--- src/hrp_pkg.sv ---
`timescale 1ns / 1ps
`default_nettype none
// ----------------------------------------------------------------------------
// hrp_pkg
// Types, character constants and byte classes for the request head parser.
// ----------------------------------------------------------------------------
package hrp_pkg;

   typedef enum logic [4:0] {
      PH_METHOD_FIRST = 5'd0,
      PH_METHOD       = 5'd1,
      PH_URI_FIRST    = 5'd2,
      PH_URI          = 5'd3,
      PH_H            = 5'd4,
      PH_T1           = 5'd5,
      PH_T2           = 5'd6,
      PH_P            = 5'd7,
      PH_SLASH        = 5'd8,
      PH_MAJOR_FIRST  = 5'd9,
      PH_MAJOR        = 5'd10,
      PH_MINOR_FIRST  = 5'd11,
      PH_MINOR        = 5'd12,
      PH_LINE_LF      = 5'd13,
      PH_HDR_FIRST    = 5'd14,
      PH_HDR_NAME     = 5'd15,
      PH_HDR_SP       = 5'd16,
      PH_HDR_VALUE    = 5'd17,
      PH_HDR_LF       = 5'd18,
      PH_END_LF       = 5'd19
   } phase_type;

   typedef enum logic [2:0] {
      KIND_DELIM  = 3'd0,
      KIND_METHOD = 3'd1,
      KIND_URI    = 3'd2,
      KIND_NAME   = 3'd3,
      KIND_VALUE  = 3'd4
   } kind_type;

   typedef enum logic [1:0] {
      ST_OK   = 2'd0,
      ST_ERR  = 2'd1,
      ST_DONE = 2'd2
   } status_type;

   typedef struct packed {
      logic [7:0] out_byte;
      kind_type   field_kind;
      logic       field_first;
      logic       pair_end;
      logic       version_ready;
      logic [7:0] version_major;
      logic [7:0] version_minor;
      status_type status;
   } result_type;

   localparam logic [7:0] CH_SP    = 8'h20;
   localparam logic [7:0] CH_CR    = 8'h0D;
   localparam logic [7:0] CH_LF    = 8'h0A;
   localparam logic [7:0] CH_H     = 8'h48;
   localparam logic [7:0] CH_T     = 8'h54;
   localparam logic [7:0] CH_P     = 8'h50;
   localparam logic [7:0] CH_SLASH = 8'h2F;
   localparam logic [7:0] CH_DOT   = 8'h2E;
   localparam logic [7:0] CH_COLON = 8'h3A;
   localparam logic [7:0] CH_ZERO  = 8'h30;
   localparam logic [7:0] CH_NINE  = 8'h39;
   localparam logic [7:0] CH_DEL   = 8'd127;
   localparam logic [7:0] CH_CTL   = 8'd31;
   localparam logic [7:0] CH_VIS_LO = 8'd33;
   localparam logic [7:0] CH_VIS_HI = 8'd126;
   localparam logic [7:0] ACC_MAX  = 8'd255;

   function automatic logic is_visible(input logic [7:0] c);
      return (c >= CH_VIS_LO) && (c <= CH_VIS_HI);
   endfunction

   function automatic logic is_sep(input logic [7:0] c);
      logic s;
      case (c)
         8'h28, 8'h29, 8'h3C, 8'h3E, 8'h40,
         8'h2C, 8'h3B, 8'h3A, 8'h5C, 8'h22,
         8'h2F, 8'h5B, 8'h5D, 8'h3F, 8'h3D,
         8'h7B, 8'h7D, 8'h20, 8'h09: s = 1'b1;
         default: s = 1'b0;
      endcase
      return s;
   endfunction

   function automatic logic is_token(input logic [7:0] c);
      return is_visible(c) && !is_sep(c);
   endfunction

   function automatic logic is_value_byte(input logic [7:0] c);
      return (c > CH_CTL) && (c != CH_DEL);
   endfunction

   function automatic logic is_num(input logic [7:0] c);
      return (c >= CH_ZERO) && (c <= CH_NINE);
   endfunction

   // acc * 10 + digit, clipped to 255
   function automatic logic [7:0] sat_acc(input logic [7:0] acc, input logic [7:0] c);
      logic [11:0] v;
      v = ({4'd0, acc} << 3) + ({4'd0, acc} << 1) + {8'd0, c[3:0]};
      return (v > {4'd0, ACC_MAX}) ? ACC_MAX : v[7:0];
   endfunction

endpackage
`default_nettype wire

--- src/hrp_input_reg.sv ---
`timescale 1ns / 1ps
`default_nettype none
// ----------------------------------------------------------------------------
// hrp_input_reg
// Input byte register; frees itself in the same cycle it is drained.
// ----------------------------------------------------------------------------
module hrp_input_reg (
   input  wire logic       clock,
   input  wire logic       reset,
   input  wire logic       in_valid,
   input  wire logic [7:0] in_byte,
   output logic            in_ready,
   output logic            out_valid,
   output logic [7:0]      out_byte,
   input  wire logic       out_take
);

   logic       valid_ff, valid_in;
   logic [7:0] byte_ff;

   assign in_ready  = !valid_ff || out_take;
   assign out_valid = valid_ff;
   assign out_byte  = byte_ff;

   always_comb begin
      if (in_valid && in_ready) begin
         valid_in = 1'b1;
      end else if (out_take) begin
         valid_in = 1'b0;
      end else begin
         valid_in = valid_ff;
      end
   end

   always_ff @(posedge clock) begin
      if (reset) begin
         valid_ff <= 1'b0;
      end else begin
         valid_ff <= valid_in;
      end
   end

   always_ff @(posedge clock) begin
      if (in_valid && in_ready) begin
         byte_ff <= in_byte;
      end
   end

endmodule
`default_nettype wire

--- src/hrp_parser.sv ---
`timescale 1ns / 1ps
`default_nettype none
// ----------------------------------------------------------------------------
// hrp_parser
// Parse state machine: classifies one byte and advances the phase.
// ----------------------------------------------------------------------------
module hrp_parser (
   input  wire logic              clock,
   input  wire logic              reset,
   input  wire logic              step_en,
   input  wire logic [7:0]        byte_in,
   output hrp_pkg::result_type    result
);

   hrp_pkg::phase_type phase_ff, phase_in;
   logic [7:0]         major_ff, major_in;
   logic [7:0]         minor_ff, minor_in;
   logic               seen_ff, seen_in;
   logic               byte_ok;

   // next state
   always_comb begin
      phase_in = phase_ff;
      major_in = major_ff;
      minor_in = minor_ff;
      seen_in  = seen_ff;
      byte_ok  = 1'b1;
      case (phase_ff)
         hrp_pkg::PH_METHOD_FIRST: begin
            if (hrp_pkg::is_token(byte_in)) phase_in = hrp_pkg::PH_METHOD;
            else byte_ok = 1'b0;
         end
         hrp_pkg::PH_METHOD: begin
            if (byte_in == hrp_pkg::CH_SP) phase_in = hrp_pkg::PH_URI_FIRST;
            else if (!hrp_pkg::is_token(byte_in)) byte_ok = 1'b0;
         end
         hrp_pkg::PH_URI_FIRST: begin
            if (hrp_pkg::is_visible(byte_in)) phase_in = hrp_pkg::PH_URI;
            else byte_ok = 1'b0;
         end
         hrp_pkg::PH_URI: begin
            if (byte_in == hrp_pkg::CH_SP) phase_in = hrp_pkg::PH_H;
            else if (!hrp_pkg::is_visible(byte_in)) byte_ok = 1'b0;
         end
         hrp_pkg::PH_H: begin
            if (byte_in == hrp_pkg::CH_H) phase_in = hrp_pkg::PH_T1;
            else byte_ok = 1'b0;
         end
         hrp_pkg::PH_T1: begin
            if (byte_in == hrp_pkg::CH_T) phase_in = hrp_pkg::PH_T2;
            else byte_ok = 1'b0;
         end
         hrp_pkg::PH_T2: begin
            if (byte_in == hrp_pkg::CH_T) phase_in = hrp_pkg::PH_P;
            else byte_ok = 1'b0;
         end
         hrp_pkg::PH_P: begin
            if (byte_in == hrp_pkg::CH_P) phase_in = hrp_pkg::PH_SLASH;
            else byte_ok = 1'b0;
         end
         hrp_pkg::PH_SLASH: begin
            if (byte_in == hrp_pkg::CH_SLASH) phase_in = hrp_pkg::PH_MAJOR_FIRST;
            else byte_ok = 1'b0;
         end
         hrp_pkg::PH_MAJOR_FIRST: begin
            if (hrp_pkg::is_num(byte_in)) begin
               major_in = {4'd0, byte_in[3:0]};
               phase_in = hrp_pkg::PH_MAJOR;
            end else begin
               byte_ok = 1'b0;
            end
         end
         hrp_pkg::PH_MAJOR: begin
            if (byte_in == hrp_pkg::CH_DOT) phase_in = hrp_pkg::PH_MINOR_FIRST;
            else if (hrp_pkg::is_num(byte_in)) major_in = hrp_pkg::sat_acc(major_ff, byte_in);
            else byte_ok = 1'b0;
         end
         hrp_pkg::PH_MINOR_FIRST: begin
            if (hrp_pkg::is_num(byte_in)) begin
               minor_in = {4'd0, byte_in[3:0]};
               phase_in = hrp_pkg::PH_MINOR;
            end else begin
               byte_ok = 1'b0;
            end
         end
         hrp_pkg::PH_MINOR: begin
            if (hrp_pkg::is_num(byte_in)) minor_in = hrp_pkg::sat_acc(minor_ff, byte_in);
            else if (byte_in == hrp_pkg::CH_CR) phase_in = hrp_pkg::PH_LINE_LF;
            else byte_ok = 1'b0;
         end
         hrp_pkg::PH_LINE_LF, hrp_pkg::PH_HDR_LF: begin
            if (byte_in == hrp_pkg::CH_LF) phase_in = hrp_pkg::PH_HDR_FIRST;
            else byte_ok = 1'b0;
         end
         hrp_pkg::PH_HDR_FIRST: begin
            if (byte_in == hrp_pkg::CH_CR) phase_in = hrp_pkg::PH_END_LF;
            else if (hrp_pkg::is_token(byte_in)) phase_in = hrp_pkg::PH_HDR_NAME;
            else byte_ok = 1'b0;
         end
         hrp_pkg::PH_HDR_NAME: begin
            if (byte_in == hrp_pkg::CH_COLON) phase_in = hrp_pkg::PH_HDR_SP;
            else if (!hrp_pkg::is_token(byte_in)) byte_ok = 1'b0;
         end
         hrp_pkg::PH_HDR_SP: begin
            if (byte_in == hrp_pkg::CH_SP) begin
               seen_in  = 1'b0;
               phase_in = hrp_pkg::PH_HDR_VALUE;
            end else begin
               byte_ok = 1'b0;
            end
         end
         hrp_pkg::PH_HDR_VALUE: begin
            if (byte_in == hrp_pkg::CH_CR) begin
               if (seen_ff) begin
                  seen_in  = 1'b0;
                  phase_in = hrp_pkg::PH_HDR_LF;
               end else begin
                  byte_ok = 1'b0;
               end
            end else if (hrp_pkg::is_value_byte(byte_in)) begin
               seen_in = 1'b1;
            end else begin
               byte_ok = 1'b0;
            end
         end
         hrp_pkg::PH_END_LF: begin
            if (byte_in == hrp_pkg::CH_LF) begin
               phase_in = hrp_pkg::PH_METHOD_FIRST;
               major_in = 8'd0;
               minor_in = 8'd0;
               seen_in  = 1'b0;
            end else begin
               byte_ok = 1'b0;
            end
         end
         default: begin
            byte_ok = 1'b0;
         end
      endcase
   end

   // outputs
   always_comb begin
      result               = '0;
      result.out_byte      = byte_in;
      result.field_kind    = hrp_pkg::KIND_DELIM;
      result.status        = hrp_pkg::ST_OK;
      case (phase_ff)
         hrp_pkg::PH_METHOD_FIRST: begin
            result.field_kind  = hrp_pkg::KIND_METHOD;
            result.field_first = 1'b1;
         end
         hrp_pkg::PH_METHOD: begin
            if (byte_in != hrp_pkg::CH_SP) result.field_kind = hrp_pkg::KIND_METHOD;
         end
         hrp_pkg::PH_URI_FIRST: begin
            result.field_kind  = hrp_pkg::KIND_URI;
            result.field_first = 1'b1;
         end
         hrp_pkg::PH_URI: begin
            if (byte_in != hrp_pkg::CH_SP) result.field_kind = hrp_pkg::KIND_URI;
         end
         hrp_pkg::PH_MINOR: begin
            if (byte_in == hrp_pkg::CH_CR) begin
               result.version_ready = 1'b1;
               result.version_major = major_ff;
               result.version_minor = minor_ff;
            end
         end
         hrp_pkg::PH_HDR_FIRST: begin
            if (byte_in != hrp_pkg::CH_CR) begin
               result.field_kind  = hrp_pkg::KIND_NAME;
               result.field_first = 1'b1;
            end
         end
         hrp_pkg::PH_HDR_NAME: begin
            if (byte_in != hrp_pkg::CH_COLON) result.field_kind = hrp_pkg::KIND_NAME;
         end
         hrp_pkg::PH_HDR_VALUE: begin
            if (byte_in == hrp_pkg::CH_CR) begin
               result.pair_end = 1'b1;
            end else begin
               result.field_kind  = hrp_pkg::KIND_VALUE;
               result.field_first = !seen_ff;
            end
         end
         hrp_pkg::PH_END_LF: begin
            result.status = hrp_pkg::ST_DONE;
         end
         default: begin
            result.status = hrp_pkg::ST_OK;
         end
      endcase
      if (!byte_ok) begin
         result               = '0;
         result.out_byte      = byte_in;
         result.field_kind    = hrp_pkg::KIND_DELIM;
         result.status        = hrp_pkg::ST_ERR;
      end
   end

   always_ff @(posedge clock) begin
      if (reset) begin
         phase_ff <= hrp_pkg::PH_METHOD_FIRST;
         major_ff <= 8'd0;
         minor_ff <= 8'd0;
         seen_ff  <= 1'b0;
      end else if (step_en) begin
         phase_ff <= phase_in;
         major_ff <= major_in;
         minor_ff <= minor_in;
         seen_ff  <= seen_in;
      end
   end

   a_err_holds: assert property (@(posedge clock) disable iff (reset)
      step_en && result.status == hrp_pkg::ST_ERR |=>
      phase_ff == $past(phase_ff) && major_ff == $past(major_ff) &&
      minor_ff == $past(minor_ff) && seen_ff == $past(seen_ff))
      else $error("rejected byte changed parser state");

   a_done_clears: assert property (@(posedge clock) disable iff (reset)
      step_en && result.status == hrp_pkg::ST_DONE |=>
      phase_ff == hrp_pkg::PH_METHOD_FIRST && major_ff == 8'd0 &&
      minor_ff == 8'd0 && !seen_ff)
      else $error("head completion did not restart parser");

   a_vready_phase: assert property (@(posedge clock) disable iff (reset)
      step_en && result.version_ready |=> phase_ff == hrp_pkg::PH_LINE_LF)
      else $error("version report without request line end");

   a_pair_end: assert property (@(posedge clock) disable iff (reset)
      step_en && result.pair_end |-> $past(seen_ff) || seen_ff)
      else $error("header pair closed with empty value");

   a_first_kind: assert property (@(posedge clock) disable iff (reset)
      result.field_first |-> result.field_kind != hrp_pkg::KIND_DELIM)
      else $error("field start flagged on delimiter");

endmodule
`default_nettype wire

--- src/hrp_output_reg.sv ---
`timescale 1ns / 1ps
`default_nettype none
// ----------------------------------------------------------------------------
// hrp_output_reg
// Result register holding one tagged byte until the receiver takes it.
// ----------------------------------------------------------------------------
module hrp_output_reg (
   input  wire logic                clock,
   input  wire logic                reset,
   input  wire logic                in_valid,
   input  wire hrp_pkg::result_type in_result,
   output logic                     in_ready,
   output logic                     out_valid,
   output hrp_pkg::result_type      out_result,
   input  wire logic                out_ready
);

   logic                valid_ff, valid_in;
   hrp_pkg::result_type result_ff;

   assign in_ready   = !valid_ff || out_ready;
   assign out_valid  = valid_ff;
   assign out_result = result_ff;

   always_comb begin
      if (in_valid && in_ready) begin
         valid_in = 1'b1;
      end else if (out_ready) begin
         valid_in = 1'b0;
      end else begin
         valid_in = valid_ff;
      end
   end

   always_ff @(posedge clock) begin
      if (reset) begin
         valid_ff <= 1'b0;
      end else begin
         valid_ff <= valid_in;
      end
   end

   always_ff @(posedge clock) begin
      if (in_valid && in_ready) begin
         result_ff <= in_result;
      end
   end

endmodule
`default_nettype wire

--- src/http_request_head_parser_top.sv ---
`timescale 1ns / 1ps
`default_nettype none
// ----------------------------------------------------------------------------
// http_request_head_parser_top
// Byte-wide request head parser: tags each byte with its field and state.
// ----------------------------------------------------------------------------
// Usage:
//   req_*  : one raw request byte per item on req_tdata[7:0].
//   rsp_*  : exactly one result item per input byte, in order. tuser carries
//            the field kind and field-start flag; tdata carries the echoed
//            byte, pair end, version ready, both versions and status.
//   Path: req accept loads the input register, then parse logic loads the
//            result register, which raises rsp_tvalid.
//   Throughput: one byte per cycle while rsp_tready is high; the parse phase
//            register updates as each byte moves from input to result register.
//   Reset: both registers empty, parser expects the first method byte,
//            version accumulators and value flag cleared.
//   Stall: with rsp_tready low the result register holds, the input register
//            fills, and req_tready drops until the result is taken.
//   A rejected byte reports status error and leaves the parse state as is;
//   the LF of the empty line reports status done and restarts the parser.
// ----------------------------------------------------------------------------
module http_request_head_parser_top (
   input  wire logic        clock,
   input  wire logic        reset,
   input  wire logic        req_tvalid,
   output logic             req_tready,
   input  wire logic [7:0]  req_tdata,   // [7:0] in_byte
   output logic             rsp_tvalid,
   input  wire logic        rsp_tready,
   output logic [31:0]      rsp_tdata,   // [7:0] out_byte, [8] pair_end,
                                         // [9] version_ready, [17:10] version_major,
                                         // [25:18] version_minor, [27:26] status
   output logic [7:0]       rsp_tuser    // [2:0] field_kind, [3] field_first
);

   logic                s1_valid;
   logic [7:0]          s1_byte;
   logic                out_ready_int;
   logic                step_en;
   hrp_pkg::result_type step_result;
   hrp_pkg::result_type rsp_result;

   assign step_en = s1_valid && out_ready_int;

   hrp_input_reg u_input_reg (
      .clock     (clock),
      .reset     (reset),
      .in_valid  (req_tvalid),
      .in_byte   (req_tdata),
      .in_ready  (req_tready),
      .out_valid (s1_valid),
      .out_byte  (s1_byte),
      .out_take  (step_en)
   );

   hrp_parser u_parser (
      .clock   (clock),
      .reset   (reset),
      .step_en (step_en),
      .byte_in (s1_byte),
      .result  (step_result)
   );

   hrp_output_reg u_output_reg (
      .clock      (clock),
      .reset      (reset),
      .in_valid   (s1_valid),
      .in_result  (step_result),
      .in_ready   (out_ready_int),
      .out_valid  (rsp_tvalid),
      .out_result (rsp_result),
      .out_ready  (rsp_tready)
   );

   assign rsp_tdata = {4'd0,
                       rsp_result.status,
                       rsp_result.version_minor,
                       rsp_result.version_major,
                       rsp_result.version_ready,
                       rsp_result.pair_end,
                       rsp_result.out_byte};

   assign rsp_tuser = {4'd0, rsp_result.field_first, rsp_result.field_kind};

endmodule
`default_nettype wire

--- config.mk ---
export PLATFORM = sky130hd
export DESIGN_NAME = http_request_head_parser_top
export DESIGN_NICKNAME = d
export VERILOG_FILES = /design/src/hrp_pkg.sv /design/src/hrp_input_reg.sv /design/src/hrp_parser.sv /design/src/hrp_output_reg.sv /design/src/http_request_head_parser_top.sv
export SDC_FILE = /design/constraint.sdc
export NUM_CORES = 1
export LEC_CHECK = 0
export ABC_AREA = 1
export ABC_CLOCK_PERIOD_IN_PS = 4100
export BUFFER_PORTS_ARGS = -buffer_cell sky130_fd_sc_hd__buf_2
export CELL_PAD_IN_SITES_DETAIL_PLACEMENT = 1
export CELL_PAD_IN_SITES_GLOBAL_PLACEMENT = 1
export CORE_MARGIN = 2
export CORE_UTILIZATION = 43
export CTS_BUF_LIST = sky130_fd_sc_hd__clkbuf_8 sky130_fd_sc_hd__clkbuf_16
export CTS_CLUSTER_SIZE = 24
export DETAILED_ROUTE_END_ITERATION = 7
export GPL_ROUTABILITY_DRIVEN = 0
export GPL_TIMING_DRIVEN = 0
export MAX_ROUTING_LAYER = met4
export PLACE_DENSITY_LB_ADDON = 0.1
export SLEW_MARGIN = 10
export SYNTH_ARGS = -nofsm -noshare
export SYNTH_HDL_FRONTEND = slang
export SYNTH_SLANG_ARGS = --single-unit
--- constraint.sdc ---
create_clock -name clock -period 4.1 [get_ports clock]
set_input_delay 1.025 -clock clock [delete_from_list [all_inputs] [get_ports clock]]
set_output_delay 1.025 -clock clock [all_outputs]
set_load 0.1 [all_outputs]
== Word level (Yosys, flattened, before mapping) ==
Index checks and enable logic that the tools add are counted.
Cells by class
  $add $sub $neg: 4
  multiplexer cells: 81
  reduce and logical (&&, ||, !) cells: 38
  equal/unequal tests: 73
  $lt $le $gt $ge: 7
Operator list (number)
  $mux W5: 22
  $eq A8 B6 Y1 const B: 13
  $pmux W5 S19: 1
  $eq A8 B7 Y1 const B: 9
  $mux W8: 7
  $pmux W8 S3: 2
  $ne A2 B1 Y1 const B: 21
  $eq A5 B4 Y1 const B: 8
  $mux W1: 39
  $add A11 B9 Y12: 2
  $add A12 B4 Y12: 2
  $eq A8 B4 Y1 const B: 3
  $gt A12 B8 Y1 const B: 2
  $reduce_and A23 Y1: 1
  $pmux W3 S7: 1
  $eq A5 B3 Y1 const B: 4
  $eq A5 B5 Y1 const B: 4
  $reduce_bool A19 Y1: 1
  $reduce_or A19 Y1: 1
  $mux W17: 1
  $ge A8 B6 Y1 const B: 2
  $ne A8 B6 Y1 const B: 2
  $pmux W1 S16: 1
  $eq A5 B2 Y1 const B: 2
  24 further kinds: 52
Storage, ports and cells
  input port bits: 12
  output and inout port bits: 42
  register bits after elaboration: 64

== Logic depth before layout (Yosys ltp) ==
  depth after elaboration: 11
  gate-level depth with buffers: 15

== Modules after synthesis ==
A second synthesis with hierarchy kept.
Unflattened totals
  cells, all modules: 676
  area total of the unflattened synthesis: 4809.6 µm²
By module, submodules not included
  hrp_parser: cells an instance 613, area each 3442.1 µm², sequential area each 440.4 µm², instances 1
  hrp_output_reg: cells an instance 38, area each 1008.5 µm², sequential area each 980.9 µm², instances 1
  hrp_input_reg: cells an instance 14, area each 287.8 µm², sequential area each 260.2 µm², instances 1
  http_request_head_parser_top: cells an instance 11, area each 71.3 µm², sequential area each 0.0 µm², instances 1

== Least setup slack after synthesis ==
No wires, ideal clock.
  path kind: input-to-reg
  from: input rsp_tready
  to: register u_parser.major_ff[2]
  data arrival time: 3655 ps
  stages: 8
  path buffers: 0
  data required time: 3978 ps
  slack: 324 ps
  path through: inv_1 a21oi_1 a21boi_4 nand4_2 inv_1 o21ai_0 o21ai_0 a21oi_1
Between the ends
  word-level cells in the longest chain between the ends: 3
RTL lines
  start, declared: line http_request_head_parser_top.sv:30  | input wire logic rsp_tready,
  $logic_or A1 B1 Y1: line hrp_output_reg.sv:21  | assign in_ready = !valid_ff || out_ready;
  $logic_and A1 B1 Y1: line http_request_head_parser_top.sv:44  | assign step_en = s1_valid && out_ready_int;
  net step_en: line http_request_head_parser_top.sv:40  | logic step_en;
  $reduce_and A6 Y1 (no line)
  end signal, assigned: line hrp_parser.sv:210  | major_ff <= major_in;
  end, declared: line hrp_parser.sv:16  | logic [7:0] major_ff, major_in;
The timed path passes the listed nets, and every way through them passes these cells.
A chain may end at the register's enable or synchronous reset.

== Worst setup path after layout ==
  from: register u_input_reg.byte_ff[3] (netlist: u_input_reg.out_byte[3])
  to: register u_parser.minor_ff[6]
Between the ends
  word-level cells in the longest chain between the ends: 5
RTL lines
  start, declared: line hrp_input_reg.sv:19  | logic [7:0] byte_ff;
  start signal, assigned: line hrp_input_reg.sv:45  | byte_ff <= in_byte;
  $add A12 B4 Y12: line hrp_pkg.sv:105  | v = ({4'd0, acc} << 3) + ({4'd0, acc} << 1) + {8'd0, c[3:0]};
  $gt A12 B8 Y1: line hrp_pkg.sv:106  | return (v > {4'd0, ACC_MAX}) ? ACC_MAX : v[7:0];
  $mux W8: line hrp_pkg.sv:106
  $mux W8: line hrp_parser.sv:87  | if (hrp_pkg::is_num(byte_in)) minor_in = hrp_pkg::sat_acc(minor_ff, byte_in);
  $pmux W8 S3: line hrp_parser.sv:28  | case (phase_ff)
  end signal, assigned: line hrp_parser.sv:211  | minor_ff <= minor_in;
  end, declared: line hrp_parser.sv:17  | logic [7:0] minor_ff, minor_in;
Parallel ways exist; a longest one is shown, timed or not. The select of a mux whose other input is x is not followed.

==> results.json <==
{
  "cts_made_buffers": 9,
  "synth_edf_count": 40,
  "ir_drop_uv": 186,
  "grt_usage_pct": 25.8,
  "grt_pass1_vias": 4754,
  "die_y_um": 109,
  "multiInputGateArea_mm2": 0.00267,
  "fill_cells": 1439,
  "synthDistinctLibCells": 41,
  "status": "finished clean",
  "setup_viol": 0,
  "routed_wl_um": 14000,
  "skew_ns": 0.0133,
  "rsz0062_at_grt": "false",
  "clock_power_share_pct": 27.8,
  "antenna_found_initial": 0,
  "ys_ff_latch": 64,
  "critPathArrivalTime_ns": 3.37,
  "whs_endpoint": "u_output_reg.out_result[24]$_DFFE_PP_",
  "gr-total-overflow": 0,
  "dpl_cell_area_mm2": 0.00522,
  "regArea_mm2": 0.00168,
  "syn_inst": 661,
  "power.leakage_nw": 2.66,
  "place.port_buffers": 45,
  "syn_area_mm2": 0.00475,
  "intPower_mw": 1.14,
  "start_kind": "register",
  "timing.rr.end": "u_parser.minor_ff[6]$_SDFFE_PP0P_",
  "num_rows": 38,
  "num_vias": 4578,
  "r2r_start": "u_input_reg.out_byte[3]$_DFFE_PP_",
  "p_comb_share_pct": 32.3,
  "drive_gt1_share_pct": 15.8,
  "final_common_cell": "nand2_1",
  "clkTransAtPathRegs_ns": 0.08,
  "power.switching_mw": 0.737,
  "start_util_pct": 44.0,
  "htree_levels": 3,
  "cts-resized-gates": 0,
  "die_w_um": 109,
  "power_mw": 1.88,
  "synth_flop_cell": "edfxtp_1",
  "finalHoldViolCount": 0,
  "netSwitchingFraction_pct": 39.3,
  "crit_required_ns": 4.32,
  "max-cap-violations": 0,
  "hp-class": "reg -> reg",
  "first_iter_violations": 222,
  "final_util_pct": 50.0,
  "ys_warn_count": 0,
  "fin_crit_sh_pct": 76.9,
  "post-place-ws_ns": 0.943,
  "hpwl_um": 11200,
  "pin_count": 54,
  "coreArea_mm2": 0.0108,
  "syn_avg_cell_area_um2": 7.19,
  "synth-async-reset-ratio_pct": 0,
  "fin_nets": 771,
  "wl_per_cell_um": 16.1,
  "fin_area_mm2": 0.00540,
  "viasPerCell": 5.26,
  "hold_buffers": 0,
  "reg2reg_slack_ns": 0.95,
  "syn_to_final_growth_pct": 13.6,
  "r2r_cells": 12,
  "holdWs_ns": 0.492,
  "clock_path_buffers": 2,
  "cts.root.buffer_cell": "clkbuf_8",
  "final-max-slew-violation-count": 0,
  "end_kind": "register",
  "dr.pass1.iters": 4,
  "fin_crit_ns": 3.15,
  "num_antenna_cells": 0,
  "drc": 0,
  "pwr-share-seq_pct": 39.9,
  "postRouteAntennaNets": 0,
  "setup_ws_ns": 0.948,
  "grt_max_degree": 24,
  "clk_latency_ns": 0.36,
  "p_per_area_mw_per_mm2": 348,
  "seq_area_frac_synth_pct": 35.4,
  "hold_start": "u_input_reg.out_byte[0]$_DFFE_PP_",
  "crit_type": "reg -> reg",
  "die_area_mm2": 0.0119,
  "maxSlewHeadroom_pct": 54.2,
  "min_path_cells": 0,
  "path_max_fanout": 10,
  "cts_sinks": 64,
  "cts_tree": "yes",
  "max_freq_ghz": 0.317,
  "worst_pin_slew_ns": 0.681,
  "cts_setup_buffers": 0,
  "grt_pass1_wl_um": 23100,
  "mostFrequentLayoutCells": "nand2_1, nor2_1, inv_1, nand3_1, buf_2"
}
## critical path, stage by stage (launching register included)
cell and delay [ns]:
edfxtp_1 0.61, fa_1 0.61, fa_1 0.50, nand3_1 0.12, nand3_1 0.12, nand3_1 0.14
nand2_1 0.08, nand2_1 0.07, nand2_1 0.05, nor2_1 0.42, nand3_1 0.15, nand2_1 0.10
a21oi_1 0.06
## registers in the layout (all words and copies together) (netlist names)
| register | cells |
|---|---|
| u_input_reg.out_valid | 1 |
| u_parser.phase_ff | 5 |
| u_parser.major_ff | 8 |
| u_output_reg.out_valid | 1 |
| u_input_reg.out_byte | 8 |
| u_parser.minor_ff | 8 |
| u_parser.seen_ff | 1 |
| u_output_reg.out_result | 32 |
## power by group through the flow
stage / clock network [mW] / logic (mW) / registers [mW]
floorplan: 0 / 0.357 / 0.877
global placement: 0 / 0.579 / 0.762
detailed placement: 0 / 0.598 / 0.763
CTS: 0.535 / 0.600 / 0.749
global route: 0.554 / 0.667 / 0.754
finish: 0.523 / 0.606 / 0.749
## worst max path at each step
stage,cells past startpoint,endpoint,start
after floorplan,8,u_parser.major_ff[2]$_SDFFE_PP0P_,rsp_tready
after global placement,9,u_parser.major_ff[3]$_SDFFE_PP0P_,rsp_tready
after detailed placement,12,u_parser.minor_ff[6]$_SDFFE_PP0P_,u_input_reg.out_byte[3]$_DFFE_PP_
after CTS,12,u_parser.minor_ff[6]$_SDFFE_PP0P_,u_input_reg.out_byte[3]$_DFFE_PP_
after global routing,12,u_parser.minor_ff[7]$_SDFFE_PP0P_,u_input_reg.out_byte[3]$_DFFE_PP_
final,12,u_parser.minor_ff[6]$_SDFFE_PP0P_,u_input_reg.out_byte[3]$_DFFE_PP_
## Yosys cell counts, types with 2 or more instances
master,count,area (µm²)
buf_4,10,75.1
nor2_4,6,67.6
nand3_2,3,30.0
nand3b_1,3,22.5
inv_2,10,37.5
clkbuf_1,2,7.51
fa_1,4,80.1
nor4_1,2,12.5
nor3_1,9,45.0
nor2_1,104,390
nand2_1,161,604
ha_1,30,375
xnor2_1,5,43.8
buf_2,3,15.0
o21ai_0,24,120
nand3_4,2,35.0
nand3_1,58,290
nor2_2,7,43.8
o21bai_1,3,22.5
a31oi_1,3,18.8
dfxtp_1,24,480
nand2_2,9,56.3
xor2_1,5,43.8
nand4_1,8,50.1
edfxtp_1,40,1200
a21oi_1,36,180
inv_1,76,285
## layout make-up
| class | instances | area share [%] |
|---|---|---|
| clock inverters | 7 | 1.04 |
| flip-flops and latches | 64 | 31.2 |
| multi-input cells | 500 | 49.5 |
| inverters | 88 | 6.17 |
| repair buffers | 46 | 4.68 |
| plain buffers | 16 | 1.88 |
| clock buffers | 9 | 2.29 |
| well taps | 140 | 3.25 |
## routing by layer
layer	vias up	GRT usage, %	share of wire, %
li1	2265	-	-
met1	2234	32.6	46
met2	67	43.1	50
met3	12	4.00	2.9
met4	0	6.41	1.1
met5	-	-	0
## per-stage QoR
step | std cells | TNS, ns
final | 870 | 0
after global routing | 870 | 0
after CTS | 870 | 0
after detailed placement | 854 | 0
after global placement | 853 | -16.56
after floorplan | 668 | 0
## logic make-up (layout without fill, tap and decap cells)
kind of cell / Yosys count / count (layout) / synth area share [%]
AND/OR/NAND/NOR: 375 / 375 / 35.5
buffers and inverters: 104 / 166 / 9.14
AO/OA/AOI/OAI: 73 / 73 / 8.48
flip-flops: 64 / 64 / 35.4
adder cells (fa/ha/maj): 34 / 34 / 9.58
XOR/XNOR: 10 / 10 / 1.84
other: 1 / 8 / 0.0789
No activity file was read; power rests on OpenSTA's default activity.
